$ cat src/rtl/imh_pkg.sv
// ----------------------------------------------------------------------------
// imh_pkg
// Types, constants and command/status records shared by the indexed heap.
// ----------------------------------------------------------------------------
package imh_pkg;

    localparam int HEAP_DEPTH   = 1024;
    localparam int HANDLE_COUNT = 4096;
    localparam int KEY_WIDTH    = 32;

    localparam int SLOT_W = $clog2(HEAP_DEPTH + 1);      // slot number / count
    localparam int HND_W  = $clog2(HANDLE_COUNT + 1);    // handle number
    localparam int SADR_W = $clog2(HEAP_DEPTH + 1);      // slot memory address
    localparam int HADR_W = $clog2(HANDLE_COUNT + 1);    // handle memory address

    typedef enum logic [2:0] {
        OP_INSERT = 3'd0,
        OP_PEEK   = 3'd1,
        OP_POP    = 3'd2,
        OP_DELETE = 3'd3,
        OP_CHANGE = 3'd4
    } op_t;

    typedef enum logic [1:0] {
        ST_OK    = 2'd0,
        ST_EMPTY = 2'd1,
        ST_FULL  = 2'd2,
        ST_BADH  = 2'd3
    } status_t;

    typedef struct packed {
        logic [2:0]                  kind;
        logic [12:0]                 handle;
        logic signed [KEY_WIDTH-1:0] key_value;
    } in_item_t;

    typedef struct packed {
        logic signed [KEY_WIDTH-1:0] min_key;
        logic [10:0]                 item_count;
        logic [12:0]                 assigned_handle;
        logic [1:0]                  status;
    } out_item_t;

    typedef enum logic [4:0] {
        S_IDLE,
        S_DECODE,
        S_HCHK,      // handle lookup issued
        S_HCHK2,     // handle lookup data back
        S_INS,
        S_REM_RD,    // read slot s and last slot
        S_REM_WAIT,
        S_REM_WR,
        S_CHG_WR,
        S_UP_RD,
        S_UP_WAIT,
        S_UP_SWAP,
        S_DN_RD,
        S_DN_WAIT,
        S_DN_SWAP,
        S_MIN_RD,
        S_MIN_WAIT,
        S_OUT
    } state_t;

    // command from controller to datapath
    typedef enum logic [3:0] {
        C_NONE,
        C_LATCH,     // take input item
        C_HRD,       // read handle tables at handle
        C_HSLOT,     // cursor <= handle_to_slot, register handle check
        C_INS,       // write new item into last slot
        C_REMRD,     // read cursor slot and last slot
        C_REMWR,     // move last into cursor, shrink
        C_CHGWR,     // write new key into cursor slot
        C_UPRD,      // read cursor and parent
        C_UPSWAP,    // swap cursor with parent, move up
        C_DNRD,      // read cursor and children
        C_DNSWAP,    // swap cursor with best child
        C_MINRD,     // read slot 1
        C_SETST      // set status from status code
    } cmd_code_t;

    typedef struct packed {
        cmd_code_t code;
        status_t   st;
    } cmd_t;

    typedef struct packed {
        op_t  op;
        logic full;
        logic empty;
        logic hvalid;     // handle good
        logic last_slot;  // cursor equals heap size (before shrink)
        logic cur_gone;   // cursor beyond heap after shrink
        logic up_move;    // parent greater than cursor
        logic dn_move;    // some child smaller than cursor
    } stat_t;

endpackage

$ cat src/rtl/imh_ctrl.sv
// ----------------------------------------------------------------------------
// imh_ctrl
// Operation sequencer: decode, handle check, insert/remove, sift up/down.
// ----------------------------------------------------------------------------
module imh_ctrl (
    input  logic           clk,
    input  logic           rst_n,
    input  logic           in_valid,
    output logic           in_stall,
    output logic           out_valid,
    input  logic           out_stall,
    input  imh_pkg::stat_t stat,
    output imh_pkg::cmd_t  cmd
);
    import imh_pkg::*;

    state_t state_reg, state_next;

    always_ff @(posedge clk or negedge rst_n)
    begin
        if (!rst_n)
            state_reg <= S_IDLE;
        else
            state_reg <= state_next;
    end

    always_comb
    begin
        state_next  = state_reg;
        cmd.code    = C_NONE;
        cmd.st      = ST_OK;
        in_stall    = 1'b1;
        out_valid   = 1'b0;
        unique case (state_reg)
            S_IDLE:
            begin
                in_stall = 1'b0;
                if (in_valid)
                begin
                    cmd.code   = C_LATCH;
                    state_next = S_DECODE;
                end
            end
            S_DECODE:
            begin
                unique case (stat.op) inside
                    OP_INSERT:
                        if (stat.full)
                        begin
                            cmd.code = C_SETST; cmd.st = ST_FULL;
                            state_next = S_MIN_RD;
                        end
                        else
                        begin
                            cmd.code = C_INS;
                            state_next = S_UP_RD;
                        end
                    OP_PEEK:
                    begin
                        if (stat.empty)
                        begin
                            cmd.code = C_SETST; cmd.st = ST_EMPTY;
                        end
                        state_next = S_MIN_RD;
                    end
                    OP_POP:
                        if (stat.empty)
                        begin
                            cmd.code = C_SETST; cmd.st = ST_EMPTY;
                            state_next = S_MIN_RD;
                        end
                        else
                        begin
                            cmd.code = C_MINRD;   // cursor to slot 1
                            state_next = S_REM_RD;
                        end
                    OP_DELETE, OP_CHANGE:
                    begin
                        cmd.code = C_HRD;
                        state_next = S_HCHK;
                    end
                    default: state_next = S_MIN_RD;
                endcase
            end
            S_HCHK:
            begin
                cmd.code = C_HSLOT;
                state_next = S_HCHK2;
            end
            S_HCHK2:
                if (!stat.hvalid)
                begin
                    cmd.code = C_SETST; cmd.st = ST_BADH;
                    state_next = S_MIN_RD;
                end
                else if (stat.op == OP_CHANGE)
                    state_next = S_CHG_WR;
                else
                    state_next = S_REM_RD;
            S_REM_RD:
            begin
                cmd.code = C_REMRD;
                state_next = S_REM_WAIT;
            end
            S_REM_WAIT: state_next = S_REM_WR;
            S_REM_WR:
            begin
                cmd.code = C_REMWR;
                state_next = S_INS;
            end
            S_INS:
                state_next = stat.cur_gone ? S_MIN_RD : S_UP_RD;
            S_CHG_WR:
            begin
                cmd.code = C_CHGWR;
                state_next = S_UP_RD;
            end
            S_UP_RD:
            begin
                cmd.code = C_UPRD;
                state_next = S_UP_WAIT;
            end
            S_UP_WAIT: state_next = S_UP_SWAP;
            S_UP_SWAP:
                if (stat.up_move)
                begin
                    cmd.code = C_UPSWAP;
                    state_next = S_UP_RD;
                end
                else
                    state_next = S_DN_RD;
            S_DN_RD:
            begin
                cmd.code = C_DNRD;
                state_next = S_DN_WAIT;
            end
            S_DN_WAIT: state_next = S_DN_SWAP;   // read data held for compare
            S_DN_SWAP:
                if (stat.dn_move)
                begin
                    cmd.code = C_DNSWAP;
                    state_next = S_DN_RD;
                end
                else
                    state_next = S_MIN_RD;
            S_MIN_RD:
            begin
                cmd.code = C_MINRD;
                state_next = S_MIN_WAIT;
            end
            S_MIN_WAIT: state_next = S_OUT;
            S_OUT:
            begin
                out_valid = 1'b1;
                if (!out_stall)
                    state_next = S_IDLE;
            end
            default: state_next = S_IDLE;
        endcase
    end

endmodule

$ cat config.mk
export PLATFORM = sky130hd
export DESIGN_NAME = imh_ctrl
export DESIGN_NICKNAME = d
export VERILOG_FILES = /design/src/rtl/imh_pkg.sv /design/src/rtl/imh_ctrl.sv
export SDC_FILE = /design/constraint.sdc
export NUM_CORES = 1
export LEC_CHECK = 0
export ABC_AREA = 1
export ABC_CLOCK_PERIOD_IN_PS = 3160
export BUFFER_PORTS_ARGS = -buffer_cell sky130_fd_sc_hd__buf_2
export CORE_MARGIN = 3
export CORE_UTILIZATION = 35
export CTS_CLUSTER_SIZE = 30
export DETAILED_ROUTE_END_ITERATION = 16
export PLACE_DENSITY_LB_ADDON = 0.1
export SYNTH_ARGS = -nofsm -noshare
export SYNTH_HDL_FRONTEND = slang
export SYNTH_SLANG_ARGS = --single-unit
export TNS_END_PERCENT = 1
$ cat constraint.sdc
create_clock -name clk -period 3.16 [get_ports clk]
set_input_delay 0.158 -clock clk [delete_from_list [all_inputs] [get_ports clk]]
set_output_delay 0.158 -clock clk [all_outputs]
set_load 0.005 [all_outputs]
-- After elaboration in Yosys (flattened, before gate mapping)
Cells that the tools add are included.
- register bits: 5
- bits of input ports: 14
- equality and inequality tests: 23
- multiplexer cells: 26
- reduce and logical (&&, ||, !) cells: 4
- operator list (cell ; number):
    one-hot mux 5 bit (18 select lines) ; 1
    one-hot mux 4 bit (12 select lines) ; 1
    == test 5 x 4 -> 1 bit (second input constant) ; 8
    == test 5 x 3 -> 1 bit (second input constant) ; 4
    two-way mux 4 bit ; 5
    one-hot mux 4 bit (4 select lines) ; 1
    two-way mux 5 bit ; 3
    one-hot mux 5 bit (3 select lines) ; 1
    two-way mux 6 bit ; 2
    == test 5 x 2 -> 1 bit (second input constant) ; 2
    == test 5 bit (second input constant) ; 2
    two-way mux 3 bit ; 3
    == test 3 x 2 -> 1 bit (second input constant) ; 2
    one-hot mux 2 bit (3 select lines) ; 1
    == test 5 x 1 -> 1 bit (second input constant) ; 1
    zero test 5 bit ; 1
    two-way mux 1 bit ; 5
    two-way mux 2 bit ; 2
    inequality test 2 bit (second input constant) ; 2
    one-hot mux 2 bit (2 select lines) ; 1
    == test 3 x 1 -> 1 bit (second input constant) ; 1
    == test 3 bit (second input constant) ; 1
    zero test 3 bit ; 1
    AND reduction 2 bit ; 1
    OR reduction 2 bit ; 1

-- Logic depth before layout (Yosys ltp)
Gate-level depths: netlist of run 1.
- word-level depth: 4
- mapped depth: 9
- mapped depth without buffers: 9

-- Worst setup path after synthesis of run 1
Ideal clock, no wire load.
- path kind: reg2out
- start point: register state_reg[3]
- end point: output cmd[2] (netlist bit)
- arrival time: 1143 ps
- setup slack: 1859 ps
- stages on the path, launching flop included: 8
- path buffers: 0
- cell sequence: dfrtp_1 -> inv_2 -> nand2_1 -> nor2_2 -> inv_1 -> o21ai_0 -> nor3_1 -> nand4_1
- RTL lines (element ; RTL line ; source):
    start, declared ; imh_ctrl.sv:17 ; state_t state_reg, state_next;
    start signal, assigned ; imh_ctrl.sv:24 ; state_reg <= state_next;
    end, declared ; imh_ctrl.sv:13 ; output imh_pkg::cmd_t cmd

==> results of run 1 <==
-- cells in the mapped netlist (3+ instances only) --
cell      n  area (sq um)
inv_2     3          11.3
inv_1    22          82.6
nand3_1  12          60.1
nand2_1  29           109
nand2_2   4          25.0
nor2_2    3          18.8
a21oi_1   4          20.0
nand4_1   6          37.5
o21ai_0   8          40.0
dfrtp_1   5           125
nor2_1   19          71.3
-- what timing repair did --
item,CTS,global route
endpoints found under the setup margin,0,0
hold buffers,1,0
hold endpoints to repair,5,0
-- per-layer routing --
metal,wire length [um],part of all wire,up-vias,track usage
met1,911,0.44,389,0.210
met4,0,0,0,0.0131
met5,0,0,-,0
met3,126,0.061,0,0.0458
li1,-,-,479,-
met2,1030,0.50,35,0.297
-- kinds of logic (layout without fill, tap and decap cells) --
group                  after synthesis  in the layout  share of synthesized area
AOI/OAI and AO/OA                   22             22                      0.178
buffers and inverters               26             50                      0.137
DFF                                  5              5                      0.169
and+or+nand+nor                     79             79                      0.516
-- worst paths after layout --
kind	start	to	slack, ns	depth (start not counted)
max reg2reg	state_reg[3]	state_reg[2]	1.43	5
max in group asynchronous	rst_n	state_reg[3]	2.77	2
max	state_reg[3]	cmd[2]	1.05	6
min	out_stall	state_reg[0]	0.16	3
min reg2reg	state_reg[1]	state_reg[2]	0.67	2
min in group asynchronous	rst_n	state_reg[0]	0.26	2
-- metrics by stage --
stage / instances / cell area [sq um] / hold WS (ns) / setup slack (ns)
3_3_place_gp: 178 / 866 / -0.0281 / 1.35
5_1_grt: 183 / 902 / 0.148 / 0.905
6_report: 183 / 902 / 0.156 / 1.05
3_5_place_dp: 178 / 866 / -0.0222 / 1.34
2_1_floorplan: 132 / 739 / -0.138 / 1.86
4_1_cts: 183 / 902 / 0.146 / 1.07
-- final cells by class --
cell class | count | area (sq um) | share of cell area
clock buffer | 4 | 26.3 | 0.0291
tap | 27 | 33.8 | 0.0374
multi-input combinational | 101 | 513 | 0.569
timing repair buffer | 21 | 110 | 0.122
sequential | 5 | 125 | 0.139
inverter | 25 | 93.8 | 0.104
-- power by group through the flow --
stage / Combinational (uW) / Clock, uW / Sequential, uW
after global routing: 634 / 84.3 / 165
after CTS: 562 / 78.9 / 157
after floorplan: 405 / 0 / 145
after detailed placement: 559 / 0 / 158
after global placement: 561 / 0 / 162
final: 557 / 73.6 / 159
-- critical path: cells and delay by family (launching register included) --
family	cells	cell delay, ns
flops	1	0.49
simple gates	4	0.91
compound gates	1	0.21
buf+inv	1	0.11
==> qor.yml, run 1 <==
status:
  run_status: "complete, no violations"
logic_synthesis:
  yosys_warnings: 0
  synth_edf_count: 0
  synth.avg_cell_area_sq_um: 5.60
  synth_seq_cells: 5
  ys.flop_type: "dfrtp_1"
  yosysUniqueCellTypes: 24
  syn_area_sq_um: 739
  syn_inst: 132
  syn-num-nets: 146
  synthArstFlopShare: 1.00
  synth_seq_area_share: 0.169
timing:
  drv_slew: 0
  final-setup-viol-count: 0
  rsz0062_at_grt: "false"
  slew_headroom: 0.576
  skew_ns: 0.00603
  setup_tns_ns: 0
  period_share: 0.669
  tightest_slew_ns: 0.633
  max_clock_freq_mhz: 473
  period_needed_ns: 2.11
  final-hold-violation-count: 0
clock_network:
  cts_resized: 0
  clk_pin_slew_ns: 0.05
  clock_latency_ns: 0.24
  cts_made_buffers: 3
  cts_max_path_buffers: 2
  root_buffer: "clkbuf_4"
  cts_tree: "yes"
  htreeDepth: 1
  cts_setup_buffers: 0
  cts.sink_count: 5
cells_and_area:
  syn_to_final_growth_pct: 22.0
  n_antenna_cell: 0
  final_util: 0.455
  largest_reg_flops: 5
  layout_common_cells: "29 x nand2_1, 22 x inv_1, 20 x buf_2"
  final_common_cell: "nand2_1"
  nets: 171
  drive_gt1_frac: 0.244
  num-fill-cells: 216
worst_setup_path:
  cp-start-kind: "register"
  end_kind: "primary output"
  critPathMaxStageDelay_ns: 0.50
  slowest_stage: "nor2_1"
  worst_ep_required_time_ns: 3.00
  crit_chain: "nor2_4, nand2_2, nor2_1, o21ai_0, nand4_1, buf_2"
  crit_arrival_ns: 1.96
  crit_type: "reg -> out"
  path_max_fanout: 11
global_routing:
  grt_start_max_net_pins: 12
  track_usage: 0.168
  overflow: 0
  grt_pass1_wl_um: 3430
  grt_pass1_vias: 807
  antenna_found_initial: 0
floorplanning:
  num_io_pins: 22
  core_area_sq_um: 1980
  die_w_um: 52.0
  std_cell_rows: 16
  start_util: 0.373
  dieHeight_um: 52.0
  die_area_sq_um: 2700
place:
  dp_hpwl_um: 1770
  io_buffers: 20
  gp_congestion: 0.906
worst_hold_path:
  min_path_type: "in -> reg"
pwr:
  power_frac_seq: 0.201
  switching_share: 0.561
  p_int_uw: 347
  fin_total_pwr_uw: 789
  clkPwrFrac: 0.093
  leakage_uw: 0.000529
  combPwrFrac: 0.706
  ir_worst_vdd_mv: 0.342
  p_sw_uw: 443
  power_density_nw_per_um2: 875
drt:
  drt_first_pass_iters: 4
  drc: 0
  initialDrtViolationCount: 25
  wirelength_um: 2060
  route.vias.total: 903
  drt-wirelength-per-cell_um: 11.3
  antenna_left: 0
  avgViaCountPerCell: 4.93
job:
  maxCapViolations: 0
Power figures use the tool's default switching activity.
==> run 2: changes to the inputs <==
--- a/config.mk
+++ b/config.mk
@@ -6,7 +6,7 @@
 export NUM_CORES = 1
 export LEC_CHECK = 0
 export ABC_AREA = 1
-export ABC_CLOCK_PERIOD_IN_PS = 3160
+export ABC_CLOCK_PERIOD_IN_PS = 1800
 export BUFFER_PORTS_ARGS = -buffer_cell sky130_fd_sc_hd__buf_2
 export CORE_MARGIN = 3
 export CORE_UTILIZATION = 35
==> constraint.sdc (replaced) <==
create_clock -name clk -period 1.8 [get_ports clk]
set_input_delay 0.09 -clock clk [delete_from_list [all_inputs] [get_ports clk]]
set_output_delay 0.09 -clock clk [all_outputs]
set_load 0.005 [all_outputs]
==> run 2 against run 1 <==
  * Worst setup slack lost 0.93 ns
  * Flip-flop and latch count is the same
  * Critical path depth grew 1
  * Worst hold slack lost 0.071 ns
  * Global-route usage grew 0.55 points
  * Clock skew grew 0.00072 ns
  * Highest routed layer is now met4
  * Sequential power grew 85%
  * Largest cell class unchanged
  * Sequential share of layout area grew 0.053 points
  * Clock power grew 74%
==> qor.yml, run 2 (same netlist as run 1, synthesis figures left out) <==
worst_setup_path:
  path_max_fanout: 11
  path_depth: 7
  reg2reg_from: "state_reg[4]"
  crit_chain: "nor2_4, nand2_2, nor2_1, buf_4, a21oi_1, o2111ai_1, buf_2"
  crit_end: "cmd[3]"
  rrSetupSlack_ns: 0.43
  cp_num_buf_inv: 2
  worst_ep_required_time_ns: 1.71
  cp-start-kind: "register"
  end_kind: "primary output"
  critPathMaxStageDelay_ns: 0.47
  slowest_stage: "dfrtp_2"
  rr_endpoint: "state_reg[1]"
  reg2reg_depth: 7
  crit_type: "reg -> out"
  crit_arrival_ns: 1.60
  cp-startpoint: "state_reg[3]"
  path_delay_family: "flip-flops"
cells_and_area:
  final_common_cell: "nand2_1"
  seq_area_sq_um: 130
  n_antenna_cell: 0
  final-instance-count-excl-fill: 185
  largest_reg_flops: 5
  drive_gt1_frac: 0.291
  nets: 173
  num-fill-cells: 215
  final_util: 0.472
  multi_input_area_sq_um: 523
  syn_to_final_growth_pct: 26.4
  layout_common_cells: "29 x nand2_1, 22 x inv_1, 20 x buf_2"
clock_network:
  cts.sink_count: 5
  clk_pin_slew_ns: 0.05
  cts_max_path_buffers: 2
  cts_made_buffers: 3
  root_buffer: "clkbuf_4"
  cts_tree: "yes"
  htreeDepth: 1
  clock_latency_ns: 0.24
drt:
  drt-wirelength-per-cell_um: 11.4
  route.vias.total: 924
  initialDrtViolationCount: 32
  wirelength_um: 2120
  antenna_left: 0
  drt_first_pass_iters: 4
  drc: 0
  avgViaCountPerCell: 4.99
global_routing:
  grt_start_max_net_pins: 12
  track_usage: 0.174
  grt_pass1_wl_um: 3570
  antenna_found_initial: 0
  grt_pass1_vias: 868
  overflow: 0
pwr:
  power_frac_seq: 0.205
  switching_share: 0.555
  power_density_nw_per_um2: 1540
  ir_worst_vdd_mv: 1.04
  p_int_uw: 639
  combPwrFrac: 0.706
  clkPwrFrac: 0.089
  p_sw_uw: 798
  leakage_uw: 0.000534
timing:
  skew_ns: 0.00676
  tightest_slew_ns: 0.262
  max_clock_freq_mhz: 593
  slew_headroom: 0.824
  final-setup-viol-count: 0
  drv_slew: 0
  setup_ws_ns: 0.114
  setup_tns_ns: 0
  rsz0062_at_grt: "true"
  period_share: 0.937
  period_needed_ns: 1.69
  final-hold-violation-count: 0
status:
  run_status: "complete, no violations"
floorplanning:
  std_cell_rows: 16
  dieHeight_um: 52.0
  die_area_sq_um: 2700
  start_util: 0.373
  die_w_um: 52.0
  core_area_sq_um: 1980
  num_io_pins: 22
job:
  maxCapViolations: 0
place:
  dp_slack_ns: 0.292
  dp.cells: 179
  io_buffers: 20
  dp_hpwl_um: 1820
  gp_congestion: 0.880
worst_hold_path:
  min_path_type: "in -> reg"
  holdPathStages: 3
run 2: cell types whose count changed in the layout (fill, tap and decap cells not counted), sizes merged:
cell	previous run	this run
buf	20	22
run 2: area by class of cell:
| class | instances | share of cell area |
|---|---|---|
| clock buffer | 4 | 0.0281 |
| inverter | 25 | 0.103 |
| multi-input combinational | 101 | 0.560 |
| sequential | 5 | 0.139 |
| tap | 27 | 0.0361 |
| timing repair buffer | 23 | 0.134 |
run 2: repair_timing:
item / CTS / global route
hold endpoints to repair: 5 / 0
hold buffers: 1 / 0
setup buffers: 0 / 1
endpoints found under the setup margin: 0 / 4
resized for setup: 0 / 9
run 2: per-stage QoR:
step | area, sq um | hold WS (ns) | total power [uW]
2_1_floorplan | 739 | -0.206 | 966
3_3_place_gp | 873 | -0.0964 | 1280
3_5_place_dp | 873 | -0.0904 | 1280
4_1_cts | 910 | 0.0808 | 1410
5_1_grt | 935 | 0.0932 | 1610
6_report | 935 | 0.0852 | 1440
run 2: power groups by stage:
stage	sequential [uW]	combinational, uW	clock, uW
after floorplan	255	711	0
after global placement	285	1000	0
after detailed placement	282	993	0
after CTS	281	998	133
after global routing	305	1160	145
final	294	1010	128
run 2: worst register-to-register path: stages, from the launching register on:
cell and delay, ns:
dfrtp_2 0.45, nor2_1 0.21, nand2_1 0.10, inv_1 0.08
nand2_1 0.10, o21ai_0 0.20, nor2_1 0.06, nand4_1 0.09
run 2: how the worst min path moves through the flow:
stage	slack [ns]	end	start
6_report	0.09	state_reg[0]	out_stall
5_1_grt	0.09	state_reg[0]	out_stall
4_1_cts	0.08	state_reg[0]	out_stall
3_5_place_dp	-0.09	state_reg[4]	rst_n
3_3_place_gp	-0.1	state_reg[0]	rst_n
2_1_floorplan	-0.21	state_reg[0]	rst_n
run 2: routing by layer:
metal	up-vias	global-route usage	wire, um
met1	401	0.207	860
met2	37	0.303	1060
met5	-	0	0
met4	0	0.0480	22
met3	5	0.0458	171
li1	481	-	-
==> run 3: changes to the inputs <==
--- a/config.mk
+++ b/config.mk
@@ -10,9 +10,11 @@
 export BUFFER_PORTS_ARGS = -buffer_cell sky130_fd_sc_hd__buf_2
 export CORE_MARGIN = 3
 export CORE_UTILIZATION = 35
+export CTS_BUF_LIST = sky130_fd_sc_hd__clkbuf_8
 export CTS_CLUSTER_SIZE = 30
 export DETAILED_ROUTE_END_ITERATION = 16
-export PLACE_DENSITY_LB_ADDON = 0.1
+export PLACE_DENSITY = 0.67
+export RECOVER_POWER = 50
 export SYNTH_ARGS = -nofsm -noshare
 export SYNTH_HDL_FRONTEND = slang
 export SYNTH_SLANG_ARGS = --single-unit
==> run 3 against run 2 <==
  * Register-to-register slack got worse by 0.05 ns
  * Design area decreased by 0.54%
  * Global-route usage decreased by 1.7 points
  * Via count decreased by 3.4%
  * Worst setup slack got worse by 0.029 ns
  * Clock skew decreased by 0.0043 ns
  * First-iteration DRC count increased by 28%
  * Flip-flop and latch count unchanged
  * Worst hold slack improved by 0.030 ns
  * Total power increased by 1.9%
  * Critical path depth increased by 1
  * Clock power increased by 54%
==> qor.yml, run 3 (same netlist as run 1, synthesis figures left out) <==
drt:
  antenna_left: 0
  drt_first_pass_iters: 4
  avgViaCountPerCell: 4.85
  route.vias.total: 893
  wirelength_um: 1990
  initialDrtViolationCount: 41
  drt-wirelength-per-cell_um: 10.8
  drc: 0
place:
  dp.cells: 179
  io_buffers: 20
  gp_congestion: 0.895
  dp_hpwl_um: 1720
  dp_slack_ns: 0.278
global_routing:
  overflow: 0
  antenna_found_initial: 0
  track_usage: 0.157
  grt_start_max_net_pins: 12
  grt_pass1_wl_um: 3220
  grt_pass1_vias: 810
clock_network:
  cts_made_buffers: 3
  clock_latency_ns: 0.22
  cts_tree: "yes"
  root_buffer: "clkbuf_8"
  cts_setup_buffers: 0
  clk_pin_slew_ns: 0.03
  cts_max_path_buffers: 2
  htreeDepth: 1
  cts.sink_count: 5
timing:
  final-setup-viol-count: 0
  slew_headroom: 0.796
  final-hold-violation-count: 0
  tightest_slew_ns: 0.306
  rsz0062_at_grt: "true"
  period_needed_ns: 1.72
  hold_ws_ns: 0.115
  drv_slew: 0
  period_share: 0.953
  max_clock_freq_mhz: 583
  setup_ws_ns: 0.0848
  skew_ns: 0.00247
floorplanning:
  core_area_sq_um: 1980
  die_w_um: 52.0
  start_util: 0.373
  dieHeight_um: 52.0
  die_area_sq_um: 2700
  num_io_pins: 22
  std_cell_rows: 16
cells_and_area:
  layout_common_cells: "29 x nand2_1, 23 x inv_1, 19 x buf_2"
  final-instance-count-excl-fill: 184
  n_antenna_cell: 0
  largest_reg_flops: 5
  syn_to_final_growth_pct: 25.7
  final_common_cell: "nand2_1"
  final_util: 0.469
  nets: 172
  drive_gt1_frac: 0.248
  num-fill-cells: 223
worst_setup_path:
  end_kind: "primary output"
  crit_arrival_ns: 1.63
  cp-start-kind: "register"
  path_max_fanout: 5
  crit_type: "reg -> out"
  worst_ep_required_time_ns: 1.71
pwr:
  ir_worst_vdd_mv: 0.763
  leakage_uw: 0.000543
  fin_total_pwr_uw: 1460
  power_density_nw_per_um2: 1580
status:
  run_status: "complete, no violations"
worst_hold_path:
  min_path_type: "in -> reg"
job:
  maxCapViolations: 0
==> run 3: cell count changes in the layout (fill, tap and decap cells not counted), moves of 3 or more <==
| cell | previous run | this run |
|---|---|---|
| dfrtp_1 | 1 | 5 |
| dfrtp_2 | 4 | 0 |
| clkbuf_4 | 3 | 0 |
| clkbuf_8 | 0 | 3 |
==> run 3: repair_timing <==
item | CTS | global route
hold buffers | 1 | 0
endpoints found under the hold margin | 5 | 0
gates resized for setup | 0 | 2
endpoints found under the setup margin | 0 | 4
==> run 3: report_power, final <==
| group | switching, uW | total (uW) | internal [uW] | leakage, uW |
|---|---|---|---|---|
| sequential | 108 | 278 | 170 | 0.0000619 |
| combinational | 624 | 990 | 366 | 0.000454 |
| clock | 50.8 | 197 | 146 | 0.0000269 |
| total | 783 | 1460 | 682 | 0.000543 |
==> run 3: through the flow <==
stage          setup TNS, ns  instance area (sq um)
2_1_floorplan              0                    739
3_3_place_gp               0                    873
3_5_place_dp               0                    873
4_1_cts                    0                    928
5_1_grt               -0.106                    930
6_report                   0                    930
==> run 3: path summary, 6_finish.rpt <==
check                                  start            to  slack (ns)  depth (start not counted)
worst max-delay path            state_reg[4]        cmd[3]        0.08                          8
worst min-delay path               out_stall  state_reg[0]        0.12                          3
worst max register to register  state_reg[1]  state_reg[0]        0.38                          8
worst min register to register  state_reg[1]  state_reg[2]        0.69                          2
max in group asynchronous              rst_n  state_reg[3]        1.33                          2
min in group asynchronous              rst_n  state_reg[0]        0.25                          2
==> run 3: metal layers <==
layer / track usage / part of all wire / routed length, um
met5: 0 / 0 / 0
met1: 0.192 / 0.45 / 892
met2: 0.276 / 0.50 / 998
met3: 0.0516 / 0.052 / 103
met4: 0.00873 / 0 / 0
==> run 3: area by class of cell <==
type                       instances  area, sq um  area share
clock buffer                       3         41.3      0.0444
inverter                          25         93.8       0.101
timing repair buffer              22          116       0.125
multi-input combinational        101          515       0.555
clock inverter                     1         3.75     0.00404
tap                               27         33.8      0.0363
sequential                         5          125       0.135
==> run 3: worst max-delay path: stages (launching register included) <==
cell and delay, ns:
dfrtp_1 0.43, inv_2 0.14, nand2_1 0.10, nor2_1 0.18
nand2_1 0.09, nor2_2 0.15, nor2_1 0.06, o2111ai_1 0.09
buf_2 0.15
